### config.mk
export PLATFORM = sky130hd
export DESIGN_NAME = thruster_command_parser_core
export DESIGN_NICKNAME = d
export VERILOG_FILES = /design/src/rtl/tcp_pkg.sv /design/src/rtl/tcp_front.sv /design/src/rtl/tcp_queue.sv /design/src/rtl/tcp_back.sv /design/src/rtl/thruster_command_parser_core.sv
export VERILOG_INCLUDE_DIRS = /design/src /design/src/rtl
export SDC_FILE = /design/constraint.sdc
export NUM_CORES = 1
export LEC_CHECK = 0
export BUFFER_PORTS_ARGS = -buffer_cell sky130_fd_sc_hd__buf_2
export CAP_MARGIN = 5
export CORE_ASPECT_RATIO = 0.8
export CORE_MARGIN = 2
export CORE_UTILIZATION = 30
export CTS_CLUSTER_DIAMETER = 30
export DETAILED_ROUTE_END_ITERATION = 10
export HOLD_SLACK_MARGIN = 0.1
export PLACE_DENSITY = 0.54
export SLEW_MARGIN = 10
export SYNTH_ARGS = -nofsm -noshare
export SYNTH_HDL_FRONTEND = slang
export SYNTH_SLANG_ARGS = --single-unit
### constraint.sdc
create_clock -name clk_i -period 8 [get_ports clk_i]
set_input_delay 2.4 -clock clk_i [delete_from_list [all_inputs] [get_ports clk_i]]
set_output_delay 2.4 -clock clk_i [all_outputs]
set_load 0.01 [all_outputs]
### src/rtl/thruster_command_parser_core_defines.svh
// Assertion helpers for the thruster command parser.
// All of them sample on clk_i and are quiet while rst_ni is low.
`ifndef THRUSTER_COMMAND_PARSER_CORE_DEFINES_SVH
`define THRUSTER_COMMAND_PARSER_CORE_DEFINES_SVH

// Same-cycle implication.
`define TCP_ASSERT_IMPL(lbl, pre, post, msg) \
  lbl: assert property (@(posedge clk_i) disable iff (!rst_ni) (pre) |-> (post)) \
    else $error(msg);

// Next-cycle implication.
`define TCP_ASSERT_NEXT(lbl, pre, post, msg) \
  lbl: assert property (@(posedge clk_i) disable iff (!rst_ni) (pre) |=> (post)) \
    else $error(msg);

`endif

### src/rtl/tcp_pkg.sv
`default_nettype none

package tcp_pkg;

  // Character codes
  localparam logic [7:0] CHAR_NUL  = 8'h00;
  localparam logic [7:0] CHAR_BANG = 8'h21;
  localparam logic [7:0] CHAR_0    = 8'h30;
  localparam logic [7:0] CHAR_9    = 8'h39;

  localparam int unsigned NUM_W      = 10;
  localparam int unsigned CHAR_IDX_W = 2;
  localparam int unsigned QUOT_W     = 4;
  localparam int unsigned QUEUE_DEPTH = 2;
  localparam int unsigned QCNT_W     = $clog2(QUEUE_DEPTH + 1);
  localparam int unsigned QPTR_W     = $clog2(QUEUE_DEPTH);

  localparam logic [NUM_W-1:0] NUM_MAX = 10'd999;

  // Reciprocal of 100 scaled by 2^22, rounded up (exact for x < 43690)
  localparam logic [15:0] RECIP_100 = 16'd41944;
  localparam int unsigned RECIP_SHIFT = 22;

  typedef logic [2:0] target_t;
  localparam target_t TGT_FRONT_RIGHT = 3'd0;
  localparam target_t TGT_FRONT_LEFT  = 3'd1;
  localparam target_t TGT_REAR_RIGHT  = 3'd2;
  localparam target_t TGT_REAR_LEFT   = 3'd3;
  localparam target_t TGT_DEPTH       = 3'd4;
  localparam target_t TGT_LIGHT       = 3'd5;
  localparam target_t TGT_CMD         = 3'd6;

  typedef enum logic [2:0] {
    KIND_NONE,
    KIND_SET_HI,
    KIND_SET_LO,
    KIND_LIGHT,
    KIND_CMD
  } kind_e;

  typedef enum logic [2:0] {
    CMD_HOLD_ON,
    CMD_HOLD_OFF,
    CMD_ARM,
    CMD_DISARM,
    CMD_BEEP,
    CMD_BEEP_OFF
  } cmd_e;

  typedef struct packed {
    logic    valid;
    kind_e   kind;
    target_t target;
  } letter_t;

  typedef struct packed {
    logic valid;
    cmd_e cmd;
  } cmd_dec_t;

  // One decoded update, passed from front to back
  typedef struct packed {
    target_t          target;
    kind_e            kind;
    logic [NUM_W-1:0] num;
    cmd_e             cmd;
  } event_t;

  typedef struct packed {
    logic              full;
    logic              empty;
    logic [QCNT_W-1:0] count;
  } q_status_t;

  function automatic letter_t decode_letter(input logic [7:0] c);
    letter_t l;
    l = '{valid: 1'b1, kind: KIND_SET_HI, target: TGT_FRONT_RIGHT};
    case (c)
      "R": l = '{valid: 1'b1, kind: KIND_SET_HI, target: TGT_FRONT_RIGHT};
      "r": l = '{valid: 1'b1, kind: KIND_SET_LO, target: TGT_FRONT_RIGHT};
      "L": l = '{valid: 1'b1, kind: KIND_SET_HI, target: TGT_FRONT_LEFT};
      "l": l = '{valid: 1'b1, kind: KIND_SET_LO, target: TGT_FRONT_LEFT};
      "W": l = '{valid: 1'b1, kind: KIND_SET_HI, target: TGT_REAR_RIGHT};
      "w": l = '{valid: 1'b1, kind: KIND_SET_LO, target: TGT_REAR_RIGHT};
      "E": l = '{valid: 1'b1, kind: KIND_SET_HI, target: TGT_REAR_LEFT};
      "e": l = '{valid: 1'b1, kind: KIND_SET_LO, target: TGT_REAR_LEFT};
      "+": l = '{valid: 1'b1, kind: KIND_SET_HI, target: TGT_DEPTH};
      "-": l = '{valid: 1'b1, kind: KIND_SET_LO, target: TGT_DEPTH};
      "I": l = '{valid: 1'b1, kind: KIND_LIGHT, target: TGT_LIGHT};
      "C": l = '{valid: 1'b1, kind: KIND_CMD, target: TGT_CMD};
      default: l = '{valid: 1'b0, kind: KIND_NONE, target: TGT_FRONT_RIGHT};
    endcase
    return l;
  endfunction

  function automatic cmd_dec_t decode_command(input logic [7:0] c);
    cmd_dec_t d;
    d = '{valid: 1'b0, cmd: CMD_HOLD_ON};
    case (c)
      "H": d = '{valid: 1'b1, cmd: CMD_HOLD_ON};
      "h": d = '{valid: 1'b1, cmd: CMD_HOLD_OFF};
      "A": d = '{valid: 1'b1, cmd: CMD_ARM};
      "a": d = '{valid: 1'b1, cmd: CMD_DISARM};
      "B": d = '{valid: 1'b1, cmd: CMD_BEEP};
      "b": d = '{valid: 1'b1, cmd: CMD_BEEP_OFF};
      default: d = '{valid: 1'b0, cmd: CMD_HOLD_ON};
    endcase
    return d;
  endfunction

endpackage

`default_nettype wire

### src/rtl/tcp_front.sv
`default_nettype none

// Byte parser: frame hunting, field letters, digit accumulation.
module tcp_front #(
  parameter int unsigned FIELD_DIGITS = 3
) (
  input  wire logic            clk_i,
  input  wire logic            rst_ni,
  input  wire logic            cfg_we_i,
  input  wire logic            cfg_depth_lock_i,
  input  wire logic            accept_i,
  input  wire logic [7:0]      rx_byte_i,
  output tcp_pkg::event_t      ev_o,
  output logic                 ev_valid_o
);
  import tcp_pkg::*;

  logic                  depth_lock_q;
  logic                  in_frame_q, in_frame_d;
  kind_e                 kind_q, kind_d;
  target_t               target_q, target_d;
  logic [CHAR_IDX_W-1:0] idx_q, idx_d;
  logic [NUM_W-1:0]      num_q, num_d;
  logic                  done_q, done_d;

  letter_t               letter;
  cmd_dec_t              cmd_dec;
  logic                  is_digit;
  logic [13:0]           acc;
  logic                  last_char;
  logic                  depth_blocked;

  assign letter   = decode_letter(rx_byte_i);
  assign cmd_dec  = decode_command(rx_byte_i);
  assign is_digit = (rx_byte_i >= CHAR_0) && (rx_byte_i <= CHAR_9);

  // n*10 + digit, saturated to 999 below
  assign acc = {1'b0, num_q, 3'b000} + {3'b000, num_q, 1'b0}
             + {10'd0, rx_byte_i[3:0]};

  assign last_char = ({1'b0, idx_q} + 3'd1) >= 3'(FIELD_DIGITS);
  assign depth_blocked = (target_q == TGT_DEPTH) && depth_lock_q;

  // Parser next state and event
  always_comb begin
    in_frame_d = in_frame_q;
    kind_d     = kind_q;
    target_d   = target_q;
    idx_d      = idx_q;
    num_d      = num_q;
    done_d     = done_q;
    ev_valid_o = 1'b0;
    ev_o       = '{target: target_q, kind: kind_q, num: num_q, cmd: CMD_HOLD_ON};

    if (accept_i) begin
      if (!in_frame_q) begin
        if (rx_byte_i == CHAR_BANG) begin
          in_frame_d = 1'b1;
        end
      end else if (rx_byte_i == CHAR_NUL) begin
        // end of frame flushes an open value field
        if (kind_q != KIND_NONE && kind_q != KIND_CMD) begin
          ev_valid_o = !depth_blocked;
        end
        in_frame_d = 1'b0;
        kind_d     = KIND_NONE;
        idx_d      = '0;
        num_d      = '0;
        done_d     = 1'b0;
      end else if (kind_q == KIND_NONE) begin
        if (letter.valid) begin
          kind_d   = letter.kind;
          target_d = letter.target;
          idx_d    = '0;
          num_d    = '0;
          done_d   = 1'b0;
        end
      end else if (kind_q == KIND_CMD) begin
        // skip, code, skip
        if (idx_q == CHAR_IDX_W'(1) && cmd_dec.valid) begin
          ev_valid_o = 1'b1;
          ev_o.cmd   = cmd_dec.cmd;
        end
        if (idx_q >= CHAR_IDX_W'(2)) begin
          kind_d = KIND_NONE;
          idx_d  = '0;
          num_d  = '0;
          done_d = 1'b0;
        end else begin
          idx_d = idx_q + CHAR_IDX_W'(1);
        end
      end else begin
        if (!done_q && is_digit) begin
          num_d = (acc > 14'(NUM_MAX)) ? NUM_MAX : acc[NUM_W-1:0];
        end else begin
          done_d = 1'b1;
        end
        if (last_char) begin
          ev_valid_o = !depth_blocked;
          ev_o.num   = num_d;
          kind_d     = KIND_NONE;
          idx_d      = '0;
          num_d      = '0;
          done_d     = 1'b0;
        end else begin
          idx_d = idx_q + CHAR_IDX_W'(1);
        end
      end
    end
  end

  // Parser state
  always_ff @(posedge clk_i or negedge rst_ni) begin
    if (!rst_ni) begin
      depth_lock_q <= 1'b0;
      in_frame_q   <= 1'b0;
      kind_q       <= KIND_NONE;
      target_q     <= TGT_FRONT_RIGHT;
      idx_q        <= '0;
      num_q        <= '0;
      done_q       <= 1'b0;
    end else begin
      if (cfg_we_i) begin
        depth_lock_q <= cfg_depth_lock_i;
      end
      in_frame_q <= in_frame_d;
      kind_q     <= kind_d;
      target_q   <= target_d;
      idx_q      <= idx_d;
      num_q      <= num_d;
      done_q     <= done_d;
    end
  end

endmodule

`default_nettype wire

### src/rtl/tcp_queue.sv
`default_nettype none

// Small event queue between parser and scaler.
module tcp_queue (
  input  wire logic            clk_i,
  input  wire logic            rst_ni,
  input  wire logic            push_i,
  input  wire tcp_pkg::event_t push_ev_i,
  input  wire logic            pop_i,
  output tcp_pkg::event_t      head_o,
  output tcp_pkg::q_status_t   status_o
);
  import tcp_pkg::*;

  event_t              mem_q [QUEUE_DEPTH];
  logic [QPTR_W-1:0]   wr_ptr_q, rd_ptr_q;
  logic [QCNT_W-1:0]   count_q;
  logic                do_push, do_pop;

  assign status_o.full  = (count_q == QCNT_W'(QUEUE_DEPTH));
  assign status_o.empty = (count_q == '0);
  assign status_o.count = count_q;
  assign do_push = push_i && !status_o.full;
  assign do_pop  = pop_i && !status_o.empty;
  assign head_o  = mem_q[rd_ptr_q];

  // Storage
  always_ff @(posedge clk_i) begin
    if (do_push) begin
      mem_q[wr_ptr_q] <= push_ev_i;
    end
  end

  // Pointers and fill level
  always_ff @(posedge clk_i or negedge rst_ni) begin
    if (!rst_ni) begin
      wr_ptr_q <= '0;
      rd_ptr_q <= '0;
      count_q  <= '0;
    end else begin
      if (do_push) begin
        wr_ptr_q <= (wr_ptr_q == QPTR_W'(QUEUE_DEPTH - 1)) ? '0 : wr_ptr_q + QPTR_W'(1);
      end
      if (do_pop) begin
        rd_ptr_q <= (rd_ptr_q == QPTR_W'(QUEUE_DEPTH - 1)) ? '0 : rd_ptr_q + QPTR_W'(1);
      end
      if (do_push && !do_pop) begin
        count_q <= count_q + QCNT_W'(1);
      end else if (do_pop && !do_push) begin
        count_q <= count_q - QCNT_W'(1);
      end
    end
  end

endmodule

`default_nettype wire

### src/rtl/tcp_back.sv
`default_nettype none

// Scaler: turns a queued event into the output beat, two stages.
module tcp_back (
  input  wire logic            clk_i,
  input  wire logic            rst_ni,
  input  wire tcp_pkg::event_t head_i,
  input  wire logic            head_valid_i,
  output logic                 pop_o,
  output logic                 out_valid_o,
  input  wire logic            out_stall_i,
  output logic [2:0]           target_o,
  output logic [14:0]          value_o,
  output logic [2:0]           command_code_o
);
  import tcp_pkg::*;

  logic               s1_valid_q;
  event_t             s1_ev_q;
  logic [QUOT_W-1:0]  s1_quot_q;
  logic               out_valid_q;
  target_t            target_q;
  logic [14:0]        value_q;
  logic [2:0]         cmd_q;

  logic               adv_out, load_s1;
  logic [10:0]        n_plus;
  logic [26:0]        prod;
  logic [13:0]        ten_n;
  logic [13:0]        scaled;
  logic [14:0]        value_d;
  logic [14:0]        light;

  assign adv_out = !out_valid_q || !out_stall_i;
  assign load_s1 = !s1_valid_q || adv_out;
  assign pop_o   = head_valid_i && load_s1;

  // ceil((n+1)/100) = floor((n+100)/100), by reciprocal multiply
  assign n_plus = {1'b0, head_i.num} + 11'd100;
  assign prod   = {16'd0, n_plus} * {11'd0, RECIP_100};

  // floor((999n-1)/100) = 10n - ceil((n+1)/100) for n > 0
  assign ten_n  = {1'b0, s1_ev_q.num, 3'b000} + {3'b000, s1_ev_q.num, 1'b0};
  assign scaled = ten_n - {10'd0, s1_quot_q};
  assign light  = {1'b0, s1_ev_q.num, 4'b0000} + {2'b00, s1_ev_q.num, 3'b000}
                + {5'd0, s1_ev_q.num};

  always_comb begin
    case (s1_ev_q.kind)
      KIND_SET_HI: value_d = (s1_ev_q.num == '0) ? 15'd1000 : {1'b0, scaled} + 15'd1000;
      KIND_SET_LO: value_d = (s1_ev_q.num == '0) ? 15'd0 : {1'b0, scaled};
      KIND_LIGHT:  value_d = light;
      default:     value_d = 15'd0;
    endcase
  end

  // Stage 1: quotient
  always_ff @(posedge clk_i or negedge rst_ni) begin
    if (!rst_ni) begin
      s1_valid_q <= 1'b0;
    end else if (load_s1) begin
      s1_valid_q <= head_valid_i;
    end
  end

  always_ff @(posedge clk_i) begin
    if (pop_o) begin
      s1_ev_q   <= head_i;
      s1_quot_q <= prod[RECIP_SHIFT +: QUOT_W];
    end
  end

  // Stage 2: output register
  always_ff @(posedge clk_i or negedge rst_ni) begin
    if (!rst_ni) begin
      out_valid_q <= 1'b0;
    end else if (adv_out) begin
      out_valid_q <= s1_valid_q;
    end
  end

  always_ff @(posedge clk_i) begin
    if (adv_out && s1_valid_q) begin
      target_q <= s1_ev_q.target;
      value_q  <= value_d;
      cmd_q    <= (s1_ev_q.kind == KIND_CMD) ? s1_ev_q.cmd : 3'd0;
    end
  end

  assign out_valid_o    = out_valid_q;
  assign target_o       = target_q;
  assign value_o        = value_q;
  assign command_code_o = cmd_q;

endmodule

`default_nettype wire

### src/rtl/thruster_command_parser_core.sv
`default_nettype none
`include "thruster_command_parser_core_defines.svh"

// Thruster command parser. Takes one received byte per beat, at up to one
// byte every clock while in_stall_o is low, and gives at most one update
// beat per byte: a setpoint, a light level or a command code. The parser
// decides each byte in the cycle it is accepted and drops any update into a
// two-entry queue; a two-stage scaler (reciprocal multiply, then subtract and
// offset) drains the queue through its stage 1 register into the output
// register. in_stall_o rises only while that queue is full, which happens
// only when the output side stalls. depth_lock is written through cfg_we_i
// while no update is in flight, which the user must see to: no check here.
module thruster_command_parser_core #(
  parameter int unsigned FIELD_DIGITS = 3
) (
  input  wire logic        clk_i,
  input  wire logic        rst_ni,
  input  wire logic        cfg_we_i,
  input  wire logic        cfg_depth_lock_i,
  input  wire logic        in_valid_i,
  output logic             in_stall_o,
  input  wire logic [7:0]  rx_byte_i,
  output logic             out_valid_o,
  input  wire logic        out_stall_i,
  output logic [2:0]       target_o,
  output logic [14:0]      value_o,
  output logic [2:0]       command_code_o
);
  import tcp_pkg::*;

  logic      accept;
  event_t    ev;
  logic      ev_valid;
  event_t    head;
  q_status_t q_status;
  logic      pop;

  assign in_stall_o = q_status.full;
  assign accept     = in_valid_i && !in_stall_o;

  tcp_front #(
    .FIELD_DIGITS(FIELD_DIGITS)
  ) u_front (
    .clk_i           (clk_i),
    .rst_ni          (rst_ni),
    .cfg_we_i        (cfg_we_i),
    .cfg_depth_lock_i(cfg_depth_lock_i),
    .accept_i        (accept),
    .rx_byte_i       (rx_byte_i),
    .ev_o            (ev),
    .ev_valid_o      (ev_valid)
  );

  tcp_queue u_queue (
    .clk_i    (clk_i),
    .rst_ni   (rst_ni),
    .push_i   (ev_valid),
    .push_ev_i(ev),
    .pop_i    (pop),
    .head_o   (head),
    .status_o (q_status)
  );

  tcp_back u_back (
    .clk_i         (clk_i),
    .rst_ni        (rst_ni),
    .head_i        (head),
    .head_valid_i  (!q_status.empty),
    .pop_o         (pop),
    .out_valid_o   (out_valid_o),
    .out_stall_i   (out_stall_i),
    .target_o      (target_o),
    .value_o       (value_o),
    .command_code_o(command_code_o)
  );

  // Checks
  `TCP_ASSERT_IMPL(a_cmd_value_zero, out_valid_o && (target_o == TGT_CMD),
    value_o == 15'd0, "command beat with nonzero value")
  `TCP_ASSERT_IMPL(a_code_only_cmd, out_valid_o && (target_o != TGT_CMD),
    command_code_o == 3'd0, "command code on a non-command beat")
  `TCP_ASSERT_NEXT(a_empty_stays, q_status.empty && !ev_valid,
    q_status.count == '0, "queue level moved without a push")

endmodule

`default_nettype wire
# Yosys cells after proc, flatten, opt, wreduce, memory -nomap -nowiden
# Memories as Yosys holds them, arrays and structs flattened.
# Cells that the tools add are included.
word_totals:
  register_bits: 71
  ram_bits: 38
  inputBits: 14
  out_inout_bits: 23
  word_cells: 165
  memories: 1
classes:
  n_addsub: 14
  multipliers: 1
  order_cmp: 5
  n_eq_ne: 31
  mux: 57
  bitwise: 1
  reduce_logical: 35
mem_list:
  columns: ["memory", "words", "word_bits", "read_ports", "rd_clocked_by_memory_dff", "wr", "line_no", "text"]
  rows:
  - ["u_queue.mem_q", 2, 19, 1, 0, 1, "tcp_queue.sv:15", "event_t mem_q [QUEUE_DEPTH];"]
op_table:
  columns: ["operator", "count"]
  rows:
  - ["== test 8 x 7 -> 1 bit (second input constant)", 16]
  - ["2-to-1 mux 10 bit", 10]
  - ["case mux 7 bit (12 select lines)", 1]
  - ["2-to-1 mux 13 bit", 4]
  - ["case mux 15 bit (3 select lines)", 1]
  - ["adder 13 x 11 -> 14 bit", 2]
  - ["== test 8 x 6 -> 1 bit (second input constant)", 3]
  - ["2-to-1 mux 3 bit", 8]
  - ["case mux 4 bit (6 select lines)", 1]
  - ["multiplier 11 x 13 -> 23 bit (second input constant)", 1]
  - ["2-to-1 mux 1 bit", 22]
  - ["2-to-1 mux 2 bit", 8]
  - ["adder 14 x 10 -> 15 bit (second input constant)", 1]
  - ["adder 14 x 13 -> 15 bit", 1]
  - ["adder 15 x 10 -> 15 bit", 1]
  - ["2-to-1 mux 15 bit", 1]
  - ["AND reduction 5 bit", 3]
  - ["adder 14 x 4 -> 14 bit", 1]
  - ["greater-than comparator 14 x 10 -> 1 bit (second input constant)", 1]
  - ["2-to-1 mux 14 bit", 1]
  - ["subtractor 14 x 4 -> 14 bit", 1]
  - ["logical AND 1 bit", 12]
  - ["adder 10 x 7 -> 11 bit (second input constant)", 1]
  - ["logical NOT 10 bit", 1]
  - ["other kinds (28)", 42]

# Logic depth before layout (Yosys ltp)
logic_depth:
  depth_word: 14
  ltp_mapped: 24
  mapped_depth_nobuf: 23

# By module
# From an unflattened synthesis, not the netlist that was laid out.
unflattened:
  hier_cells: 937
  area_unflattened_um2: 9845.7
by_module_without_submodules:
  columns: ["module", "n_inst", "cells_per_inst", "area_per_inst_um2", "seq_area_each_um2"]
  rows:
  - ["tcp_back", 1, 594, 6062.1, 1371.3]
  - ["tcp_front", 1, 263, 2199.6, 525.5]
  - ["tcp_queue", 1, 78, 1566.5, 1241.2]
  - ["thruster_command_parser_core", 1, 2, 17.5, 0.0]

# Worst setup path before layout
# No wires, ideal clock.
synth_path:
  kind: "register -> register"
  from: "register u_queue.rd_ptr_q"
  to: "register u_back.s1_quot_q[0], data pin"
  setup_ps: 262
  arrival_ps: 5951
  required_ps: 7738
  path_slack_ps: 1787
  stages_incl_launch_ff: 21
  n_path_buf: 1
  period_less_slack_ps: 6213
  path_cell_list: "dfrtp_1 -> buf_2 -> mux2i_1 -> inv_1 -> and3_1 -> or3_1 -> nand3_1 -> xnor2_1 -> fa_1 -> fa_1 -> fa_1 -> fa_1 -> fa_1 -> ha_1 -> a21o_1 -> a21o_1 -> a21oi_1 -> o21ai_0 -> a21o_1 -> a211oi_1 -> xnor2_1"
synth_rtl:
  columns: ["element", "line_no", "text"]
  rows:
  - ["start, declared", "tcp_queue.sv:16", "logic [QPTR_W-1:0] wr_ptr_q, rd_ptr_q;"]
  - ["start signal, assigned", "tcp_queue.sv:45", "rd_ptr_q <= (rd_ptr_q == QPTR_W'(QUEUE_DEPTH - 1)) ? '0 : rd_ptr_q + QPTR_W'(1);"]
  - ["end signal, assigned", "tcp_back.sv:69", "s1_quot_q <= prod[RECIP_SHIFT +: QUOT_W];"]
  - ["end, declared", "tcp_back.sv:20", "logic [QUOT_W-1:0] s1_quot_q;"]

==> summary.txt <==
STA
  • Unrepaired setup endpoints after global routing: no
  • Hold Fails Final Rpt: 0
  • Worst setup margin: 1.29 ns
  • Setup Skew: 0.00611 ns
  • Pins over their slew limit: 0
  • Setup-failing EPs final: 0
  • Final Critical Period: 6.71 ns
  • Least-Margin Pin Slew: 0.916 ns
  • Fin crit share: 83.9%
  • Max Clock Freq: 0.149 GHz
  • Worst rel slew slack: 38.8%
  • Setup tns final: 0 ns

Worst setup path
  • Worst path cell trace: buf_4 > mux2i_1 > inv_1 > ha_1 > a21oi_1 > a21oi_1 > xnor2_1 > fa_1 > fa_1 > fa_1 > fa_1 > fa_1 > ha_1 > a21o_1 > a21o_1 > a21oi_1 > o21ai_0 > a21o_1 > a211oi_1 > xnor2_1
  • Critical path endpoint category: flop
  • WP depth: 20
  • Worst R2R Start: u_queue.rd_ptr_q
  • Max Fanout on Critical Path: 17
  • Slowest-stage cell, CP: fa_1
  • CP most frequent cell: fa_1
  • CP Buf/Inv Count: 2
  • Depth of the most critical reg-to-reg path: 20
  • Reg2Reg Setup Slack: 1.29 ns
  • Worst setup path class: reg2reg
  • Data arrival time of the critical path: 6.82 ns
  • Crit path max-delay family: adder cells
  • Critical Path Source Type: flop
  • Req. time, crit path: 8.10 ns
  • Critical R2R Capture: u_back.s1_quot_q[0]
  • Critical path endpoint: u_back.s1_quot_q[0]
  • CP startpoint: u_queue.rd_ptr_q
  • Largest stage delay, worst path: 0.56 ns

Die
  • Core Box Area: 0.0315 mm2
  • Io pins: 37
  • Die Y-Extent: 164 um
  • Die width: 204 um
  • Area of the die: approximately 0.034 mm2
  • Initial core utilization: 30.6%
  • Row count: just under 60

Routing
  • Drt first pass iters: 5
  • DR iter-0 viols: 460
  • Final wirelength: 20.8 mm
  • DR vias: 6772
  • Wire per inst: 14.9 um
  • Routed Antenna Nets: 0
  • # DRC: 0
  • Vias per inst: just under 5

Power and ir drop
  • VDD IR-drop max: 97.8 uV
  • Power Dens Cells: a little over 100 mW/mm2
  • Overall power: 1060 uW
  • P_leak: 0.00485 uW

Global route
  • Grt ovf: 0
  • Vias in the first global route: between 6000 and 7000
  • GR Util All Layers: between 10% and 20%
  • First-pass GRT wire length: 34.7 mm
  • Largest net degree at the start of global routing: 28
  • Initial antenna violation count: 0

Cells and area
  • Design area: 0.0106 mm2
  • Post-layout net count: 1167
  • Layout cells sized above 1: 9.58%
  • Area delta synth->final: 9.78%
  • Ant. Diodes: 0
  • Core Util, Final: ~34%

Clocking
  • Post-CTS resize count: 0
  • CTS Buf Count: 9
  • Post-CTS Hold Buffers: 0
  • CTS tree: done
  • Post-CTS setup buffer count: 0
  • Clock buffer depth: 2
  • Clock latency at the later pin of the worst-skew pair: 0.35 ns
  • Clock Pin Slew Worst Setup and Hold Paths: 0.07 ns
  • Num Clock Sinks: 109
  • Clock root buffer: clkbuf_16
  • H-tree depth: 3

Run status
  • Outcome: completed

Logic synthesis
  • Post-synth EDFFs: slightly above 80
  • Yosys synthesis warning count: 0
  • Cell Area, Synth: 0.00963 mm2
  • Synthesized Nets: approximately 1100
  • Post-synth cell types: 77
  • Gate Count Post-Synth: 933
  • Seq/Total Area, Yosys: 32.6%
  • Syn Area/Cell: a little over 10 um2
  • Top FF cell, synth: edfxtp_1
  • Yosys reg bits: 109
  • Async S/R FF share, synth: around a quarter

Placement
  • Placed inst area: 0.0103 mm2
  • Port Buf Inserts: 36
  • RD Place Congestion: about 0.85
  • Post-place setup slack: ~1.3 ns
  • Final HPWL DP: roughly 17 mm

Min path
  • Hold Path Class: reg2reg

Flow run
  • MaxCap Viol Count: 0
sequential cells by signal, summed over array words and instances (netlist names):
register and cells:
u_back.s1_quot_q 4, u_back.out_valid_o 1, u_queue.mem_q 38, u_queue.count_q 2
u_back.value_o 15, u_back.target_o 3, u_back.s1_ev_q 19, u_queue.rd_ptr_q 1
u_front.target_q 3, u_front.kind_q 3, u_back.command_code_o 3, u_back.s1_valid_q 1
u_front.num_q 10, u_front.in_frame_q 1, u_front.idx_q 2, u_front.depth_lock_q 1
u_queue.wr_ptr_q 1, u_front.done_q 1
synth_stat cells, drive strengths merged (10+ instances only):
library cell	n	area, um2
inv	128	480
dfrtp	27	676
mux2i	12	120
o21a	12	90.1
ha	138	1730
o2111ai	10	105
nor2	65	244
o21ai	52	268
xnor2	24	210
a21oi	39	199
a21o	19	143
buf	11	53.8
nand2	35	134
nor3	24	130
fa	49	981
nand3	23	120
xor2	18	158
edfxtp	82	2460
mux2	17	191
nand4	10	68.8
layout by cell type (no fill, tap or decap), types with 4 or more instances in the layout:
cell type	count
buf_2	36
o21bai_1	4
a22oi_1	4
fa_1	49
dfrtp_1	27
mux2_2	17
xnor2_1	24
mux2i_1	12
buf_4	4
inv_1	128
clkbuf_16	9
nand4_1	9
and3_1	9
and2_1	5
a211oi_1	7
xor2_1	18
nand2b_1	8
nor3_1	22
nand3_1	22
o211ai_1	5
a21o_1	19
o31ai_1	7
edfxtp_1	82
ha_1	138
a21oi_1	38
o31a_1	4
o21ai_0	47
nor2b_1	9
o2111ai_1	9
a31oi_1	5
o21a_1	12
nor2_1	65
nand2_1	34
nor4_1	6
cell type report:
class | instances | area (um2)
fillers | 3311 | 20900
clock inverters | 6 | 52.6
clock buffers | 10 | 229
inverters | 128 | 480
multi-input cells | 678 | 5930
flip-flops and latches | 109 | 3140
well taps | 420 | 526
repair buffers | 40 | 210
worst min-delay path by stage:
| stage | start | endpoint | cells after the start |
|---|---|---|---|
| floorplan | u_back.s1_ev_q[16] | u_back.target_o[0] | 0 |
| global placement | u_back.s1_ev_q[17] | u_back.target_o[1] | 0 |
| detailed placement | u_back.s1_ev_q[17] | u_back.target_o[1] | 0 |
| CTS | u_back.s1_ev_q[17] | u_back.target_o[1] | 0 |
| global route | u_back.s1_ev_q[17] | u_back.target_o[1] | 0 |
| finish | u_back.s1_ev_q[17] | u_back.target_o[1] | 0 |
power by group:
group / internal, uW / total [uW] / switching (uW)
combinational: 10.0 / 29.6 / 19.6
clock: 217 / 431 / 214
sequential: 602 / 603 / 0.886
per-stage QoR:
step	hold WS, ns	instances
6_report	0.421	1391
5_1_grt	0.433	1391
4_1_cts	0.422	1391
3_5_place_dp	0.405	1375
3_3_place_gp	0.407	1375
2_1_floorplan	0.400	933
cells by family (layout without fill, tap and decap cells):
logic type                 count (synthesis)  after routing  share of synthesized area [%]
AOI/OAI and AO/OA                        204            204                           14.9
adders and majority gates                187            187                           28.1
muxes                                     29             29                           3.24
xor gates and xnor gates                  42             42                           3.82
and+or+nand+nor                          216            216                           11.5
DFF                                      109            109                           32.6
buffers and inverters                    146            184                           5.82
layer usage:
layer / part of all wire (%) / vias up / GRT usage (%)
met1: 55 / 3252 / 19.7
li1: - / 3423 / -
met4: 0.57 / 0 / 1.94
met2: 42 / 89 / 19.0
met5: 0 / - / 0
met3: 3.1 / 8 / 2.64
Power figures use the tool's default switching activity.
